### config.mk
export PLATFORM = sky130hd
export DESIGN_NAME = gas_sensor_frame_receiver_flat
export DESIGN_NICKNAME = d
export VERILOG_FILES = /design/src/hw/rtl/gsfr_pkg.sv /design/src/hw/rtl/gsfr_if.sv /design/src/hw/rtl/gas_sensor_frame_receiver.sv /design/src/hw/rtl/gsfr_byte_cell.sv /design/src/flat_wrapper.sv
export SDC_FILE = /design/constraint.sdc
export NUM_CORES = 1
export LEC_CHECK = 0
export ABC_AREA = 1
export BUFFER_PORTS_ARGS = -buffer_cell sky130_fd_sc_hd__buf_2
export CORE_MARGIN = 5
export CORE_UTILIZATION = 50
export DETAILED_ROUTE_END_ITERATION = 10
export GPL_TIMING_DRIVEN = 0
export PLACE_DENSITY = 0.7
export SLEW_MARGIN = 10
export SYNTH_ARGS = -nofsm -noshare
export SYNTH_HDL_FRONTEND = slang
export SYNTH_HIERARCHICAL = 1
export SYNTH_SLANG_ARGS = --single-unit
### constraint.sdc
create_clock -name clk -period 2.8 [get_ports clk]
set_input_delay 0 -clock clk [delete_from_list [all_inputs] [get_ports clk]]
set_output_delay 0 -clock clk [all_outputs]
set_load 0.03 [all_outputs]
### src/hw/rtl/gsfr_pkg.sv
// Shared constants and types for the gas sensor frame receiver.
package gsfr_pkg;

    localparam int FRAME_LEN  = 10;
    localparam int CELL_COUNT = FRAME_LEN - 1;
    localparam int FILL_W     = $clog2(FRAME_LEN + 1);

    // Byte positions inside a frame
    localparam int POS_SIGN  = 3;
    localparam int POS_WHOLE = 4;
    localparam int POS_FRAC  = 6;

    localparam logic [7:0]  START_BYTE    = 8'hAA;
    localparam logic [7:0]  END_BYTE      = 8'hEE;
    localparam int          SIGN_BIT      = 7;
    localparam logic [15:0] TICK_MAX      = 16'hFFFF;
    localparam logic [15:0] TIMEOUT_RESET = 16'd100;

    // Input item kind
    typedef enum logic
    {
        FUNC_BYTE = 1'b0,
        FUNC_TICK = 1'b1
    } func_t;

    typedef logic [7:0]        byte_t;
    typedef logic [15:0]       ticks_t;
    typedef logic [FILL_W-1:0] fill_t;

endpackage

### src/hw/rtl/gsfr_if.sv
// Valid/ready channel interfaces for input items and frame results.
interface gsfr_in_if;
    logic              valid;
    logic              ready;
    logic              func;
    gsfr_pkg::byte_t   rx_byte;

    modport source (output valid, output func, output rx_byte, input ready);
    modport sink   (input valid, input func, input rx_byte, output ready);
endinterface

interface gsfr_out_if;
    logic              valid;
    logic              ready;
    logic              frame_ok;
    logic              negative;
    logic [15:0]       whole_part;
    gsfr_pkg::byte_t   hundredths;

    modport source (output valid, output frame_ok, output negative, output whole_part,
                    output hundredths, input ready);
    modport sink   (input valid, input frame_ok, input negative, input whole_part,
                    input hundredths, output ready);
endinterface

### src/hw/rtl/gas_sensor_frame_receiver.sv
// Gas sensor frame receiver: start-byte sync, byte chain, timeout and result register.
//
// Usage:
//   rx carries one item per transfer: func = 0 with a received serial byte in
//   rx_byte, or func = 1 for a one millisecond tick. A frame opens on start
//   byte 0xAA and closes after ten stored bytes; the closing transfer yields
//   one result on the result channel. frame_ok is 1 when the tenth byte is
//   0xEE; then negative, whole_part and hundredths carry the reading, else 0.
//   A partly filled frame is dropped on a tick that pushes the idle count
//   past the timeout register (cfg_we / cfg_wdata, reset value 100).
// Timing:
//   One item per cycle while rx is ready. The result register is loaded in the
//   cycle after the transfer of the closing byte. Stored bytes advance through a
//   chain of nine byte cells; the tenth byte is taken straight from rx.
// Reset:
//   rst_n clears the fill count, the idle count, the result valid flag and
//   loads the default timeout. Cell contents are not cleared.
// Stall:
//   rx stays ready while the result register is empty or being taken in the
//   same cycle; when a result waits on a stalled receiver, rx is held off.
module gas_sensor_frame_receiver
(
    input  logic              clk,
    input  logic              rst_n,
    gsfr_in_if.sink           rx,
    gsfr_out_if.source        result,
    input  logic              cfg_we,
    input  gsfr_pkg::ticks_t  cfg_wdata
);
    import gsfr_pkg::*;

    ticks_t timeout_reg;
    ticks_t idle_reg;
    ticks_t idle_next;
    fill_t  fill_reg;
    fill_t  fill_next;

    logic   res_valid_reg;
    logic   res_valid_next;
    logic   res_ok_reg;
    logic   res_ok_next;
    logic   res_neg_reg;
    logic   res_neg_next;
    logic [15:0] res_whole_reg;
    logic [15:0] res_whole_next;
    byte_t  res_frac_reg;
    byte_t  res_frac_next;

    logic   accept;
    logic   is_tick;
    logic   store;
    logic   close;
    logic   ok;
    ticks_t idle_inc;
    byte_t  cell_d [CELL_COUNT];
    byte_t  cell_q [CELL_COUNT];

    assign accept  = rx.valid && rx.ready;
    assign is_tick = (rx.func == FUNC_TICK);

    // Store a byte when a frame is open or it is a start byte
    assign store = accept && !is_tick && ((fill_reg != '0) || (rx.rx_byte == START_BYTE));
    assign close = store && (fill_reg == fill_t'(FRAME_LEN - 1));

    // Byte chain: cell 0 takes the new byte, each cell feeds the next
    assign cell_d[0] = rx.rx_byte;
    for (genvar i = 1; i < CELL_COUNT; i++)
    begin : g_link
        assign cell_d[i] = cell_q[i-1];
    end

    for (genvar i = 0; i < CELL_COUNT; i++)
    begin : g_cell
        gsfr_byte_cell u_cell
        (
            .clk   (clk),
            .shift (store),
            .d     (cell_d[i]),
            .q     (cell_q[i])
        );
    end

    // Saturating idle tick count
    assign idle_inc = (idle_reg == TICK_MAX) ? idle_reg : idle_reg + 16'd1;

    // Advance fill and idle counts
    always_comb
    begin
        idle_next = idle_reg;
        fill_next = fill_reg;
        if (accept)
        begin
            if (is_tick)
            begin
                idle_next = idle_inc;
                if ((fill_reg != '0) && (idle_inc > timeout_reg))
                begin
                    fill_next = '0;
                end
            end
            else
            begin
                idle_next = '0;
                if (close)
                begin
                    fill_next = '0;
                end
                else if (store)
                begin
                    fill_next = fill_reg + fill_t'(1);
                end
            end
        end
    end

    // Build the result from the chain and the closing byte
    assign ok = (rx.rx_byte == END_BYTE);

    always_comb
    begin
        res_valid_next = res_valid_reg && !result.ready;
        res_ok_next    = res_ok_reg;
        res_neg_next   = res_neg_reg;
        res_whole_next = res_whole_reg;
        res_frac_next  = res_frac_reg;
        if (close)
        begin
            res_valid_next = 1'b1;
            res_ok_next    = ok;
            res_neg_next   = ok && cell_q[CELL_COUNT-1-POS_SIGN][SIGN_BIT];
            res_whole_next = ok ? {cell_q[CELL_COUNT-1-POS_WHOLE],
                                   cell_q[CELL_COUNT-2-POS_WHOLE]} : 16'd0;
            res_frac_next  = ok ? cell_q[CELL_COUNT-1-POS_FRAC] : 8'd0;
        end
    end

    // Control registers
    always_ff @(posedge clk or negedge rst_n)
    begin
        if (!rst_n)
        begin
            timeout_reg   <= TIMEOUT_RESET;
            idle_reg      <= '0;
            fill_reg      <= '0;
            res_valid_reg <= 1'b0;
        end
        else
        begin
            if (cfg_we)
            begin
                timeout_reg <= cfg_wdata;
            end
            idle_reg      <= idle_next;
            fill_reg      <= fill_next;
            res_valid_reg <= res_valid_next;
        end
    end

    // Result payload
    always_ff @(posedge clk)
    begin
        res_ok_reg    <= res_ok_next;
        res_neg_reg   <= res_neg_next;
        res_whole_reg <= res_whole_next;
        res_frac_reg  <= res_frac_next;
    end

    assign rx.ready          = !res_valid_reg || result.ready;
    assign result.valid      = res_valid_reg;
    assign result.frame_ok   = res_ok_reg;
    assign result.negative   = res_neg_reg;
    assign result.whole_part = res_whole_reg;
    assign result.hundredths = res_frac_reg;

endmodule

### src/hw/rtl/gsfr_byte_cell.sv
// One byte cell of the frame shift chain.
module gsfr_byte_cell
(
    input  logic            clk,
    input  logic            shift,
    input  gsfr_pkg::byte_t d,
    output gsfr_pkg::byte_t q
);
    import gsfr_pkg::*;

    byte_t data_reg;
    byte_t data_next;

    // Take the neighbor's byte when the chain advances
    always_comb
    begin
        data_next = shift ? d : data_reg;
    end

    always_ff @(posedge clk)
    begin
        data_reg <= data_next;
    end

    assign q = data_reg;

endmodule
### src/flat_wrapper.sv
// flat-port wrapper written by rule: the top's interface ports become plain ports
module gas_sensor_frame_receiver_flat import gsfr_pkg::*;
  (clk, rst_n, cfg_we, cfg_wdata, rx_valid, rx_func, rx_rx_byte, rx_ready, result_valid, result_frame_ok, result_negative, result_whole_part, result_hundredths, result_ready);
  gsfr_in_if rx_i ();
  gsfr_out_if result_i ();
  input  logic clk;
  input  logic rst_n;
  input  logic cfg_we;
  input  gsfr_pkg::ticks_t cfg_wdata;
  input wire logic [$bits(rx_i.valid)-1:0] rx_valid;
  input wire logic [$bits(rx_i.func)-1:0] rx_func;
  input wire logic [$bits(rx_i.rx_byte)-1:0] rx_rx_byte;
  output wire logic [$bits(rx_i.ready)-1:0] rx_ready;
  output wire logic [$bits(result_i.valid)-1:0] result_valid;
  output wire logic [$bits(result_i.frame_ok)-1:0] result_frame_ok;
  output wire logic [$bits(result_i.negative)-1:0] result_negative;
  output wire logic [$bits(result_i.whole_part)-1:0] result_whole_part;
  output wire logic [$bits(result_i.hundredths)-1:0] result_hundredths;
  input wire logic [$bits(result_i.ready)-1:0] result_ready;
  assign rx_i.valid = rx_valid;
  assign rx_i.func = rx_func;
  assign rx_i.rx_byte = rx_rx_byte;
  assign rx_ready = rx_i.ready;
  assign result_valid = result_i.valid;
  assign result_frame_ok = result_i.frame_ok;
  assign result_negative = result_i.negative;
  assign result_whole_part = result_i.whole_part;
  assign result_hundredths = result_i.hundredths;
  assign result_i.ready = result_ready;
  gas_sensor_frame_receiver u_core (.clk(clk), .rst_n(rst_n), .rx(rx_i), .result(result_i), .cfg_we(cfg_we), .cfg_wdata(cfg_wdata));
endmodule
==> metrics.txt <==
Fin. Hold Viols=0; clk_lat worst skew=370 ps; Detailed Route WL=8550 um; vias in the first global route=3090; Combinational Power Share=12.4%; Final setup viols=0; Tcrit/Tclk final=92.8%; initial antenna violation count=0; CTS Buf Count=9; Die Height=106 um; min-delay worst type=in2reg; Root Driver=clkbuf_8; most used cell, CP=nand2_1; largest net degree at the start of global routing=42; clock power share=30.2%; Tmin final=2600 ps; Sw Share=26.9%; reg-to-reg endpoint=u_core/fill_reg[2]; Pint=0.00243 W; Residual DRC=0; FF-to-FF setup slack=200 ps; syn_area_per_cell=10.4 sq um; max reg flops=41; Arr. time, crit path=2860 ps; leak pwr=2.52 nW; fmax=385 MHz; critical path's largest stage delay=420 ps; VDD IR max=0.560 mV; Longest Clk Path Bufs=2; htree depth=3; Slew Limit Fails=0; # diodes=0; first-pass iteration count of the detailed router=4; MaxCap Viol Count=0; Syn-to-layout area delta=21.7%; slowest CP cell=dfrtp_2; status=complete, no violations; Clock Sink Count=104; crit start category=flip-flop; worst r2r path cells=17; die area=11300 sq um; CP Capture Type=flip-flop; worst slew pin tran=1010 ps; worst setup path category=reg2reg; Die X=106 um; GPL Wtd Cong=0.866; Wirelength per Cell=12.9 um; maximum fanout along the worst path=5; Hold WS=41.9 ps; initial core utilization=50.7%; WHS Endpoint=u_core/result.valid; Synth Warn #=6; GRT Overall Usage=16.3%; Rows=35; layout cells sized above 1=21.2%; dpl ws=-52.4 ps; hold path start=rx_func; Psw=0.000896 W; dpl hpwl=5950 um; routed via count=3185; overall power=0.00333 W; Rel. slew slack=32.5%; Final #Nets=597; Setup WS post-layout=201 ps; sequential share of power=57.5%; post-route ant nets=0; Mapped Area=4640 sq um; Worst Path Required=3060 ps; grt total ovfl=0; RR Startpoint=u_core/idle_reg[0]; PwrDens=589 nW/um^2; Cells after Synth=447; first-pass GRT wire length=14500 um; syn nets=497; io pins=58; I/O Buffers=57; CTS tree=yes; via/cell ratio=4.80; Initial DRC Count=171; crit path cell chain=ha_4 -> nand2_1 -> inv_2 -> nand2_2 -> nor2_4 -> nand3_2 -> nor3_2 -> a21oi_2 -> ha_1 -> nand2_1 -> o21ai_0 -> a21oi_1 -> nand2_1 -> nand2_2 -> nand2_2 -> nand2_1 -> nand2_1; clk slew on worst S/H paths=100 ps; WHS Path Cells=4; Placeable Area=9150 sq um; skew final=13.6 ps
-- worst max-delay path: cells and delay by family (launching register included) --
family | cells | cell delay, ps
AO/OA/AOI/OAI | 3 | 410
buffers and inverters | 1 | 90
adder cells (fa/ha/maj) | 2 | 420
flip-flops | 1 | 420
AND/OR/NAND/NOR | 11 | 1180
-- timing repair --
item,4_1_cts,5_1_grt
hold buffers,27,0
setup endpoints to repair,4,4
endpoints found under the hold margin,59,0
setup buffers,0,5
resized for setup,1,15
pin swaps,0,5
-- power groups by stage --
| stage | registers, W | clock network [W] | logic [W] |
|---|---|---|---|
| 6_report | 0.00191 | 0.00100 | 0.000412 |
| 5_1_grt | 0.00193 | 0.00110 | 0.000488 |
| 4_1_cts | 0.00191 | 0.00103 | 0.000401 |
| 3_5_place_dp | 0.00195 | 0 | 0.000369 |
| 3_3_place_gp | 0.00194 | 0 | 0.000357 |
| 2_1_floorplan | 0.00193 | 0 | 0.000260 |
-- final cells by class --
class	count	area, sq um
Buffer	8	38.8
Clock buffer	9	124
Clock inverter	7	95.1
Fill cell	745	3510
Inverter	73	274
Multi-Input combinational cell	262	1440
Sequential cell	104	2940
Tap cell	111	139
Timing Repair Buffer	89	593
-- per-layer routing --
metal	track usage, %	vias to the layer above	wire [um]
met5	0	-	0
li1	-	1627	-
met2	25.5	63	3900
met1	22.8	1486	4140
met3	4.07	9	437
met4	4.16	0	82
-- cells in the final DEF (no fill, tap or decap), types with 7 or more instances in the layout --
master	count
inv_1	70
nor2_1	50
ha_1	19
nand3_1	13
xor2_1	12
a21oi_1	7
dlygate4sd3_1	27
buf_2	58
nand2_1	96
nand2_2	15
clkbuf_8	9
dfrtp_1	32
o21ai_0	22
edfxtp_1	67
-- how the worst max path moves through the flow --
stage,startpoint,endpoint,slack [ps],cells after the start
after floorplan,u_core/result.valid,u_core/g_cell[0].u_cell/q[0],190,6
after global placement,u_core/idle_reg[0],u_core/fill_reg[2],6,18
after detailed placement,u_core/idle_reg[0],u_core/fill_reg[0],-50,18
after CTS,u_core/idle_reg[0],u_core/fill_reg[2],20,18
after global routing,u_core/idle_reg[1],u_core/fill_reg[2],-30,17
final,u_core/idle_reg[0],u_core/fill_reg[2],200,17
-- metrics by stage --
stage                     area [sq um]  setup TNS, ps  cells  utilization [%]
after global routing              5650          -71.7    663             61.7
after detailed placement          5060           -193    615             55.3
after CTS                         5550              0    658             60.7
after global placement            5060              0    615             55.3
final                             5650              0    663             61.7
after floorplan                   4640              0    447                -
Note: power is estimated with default switching activity, not from simulation.
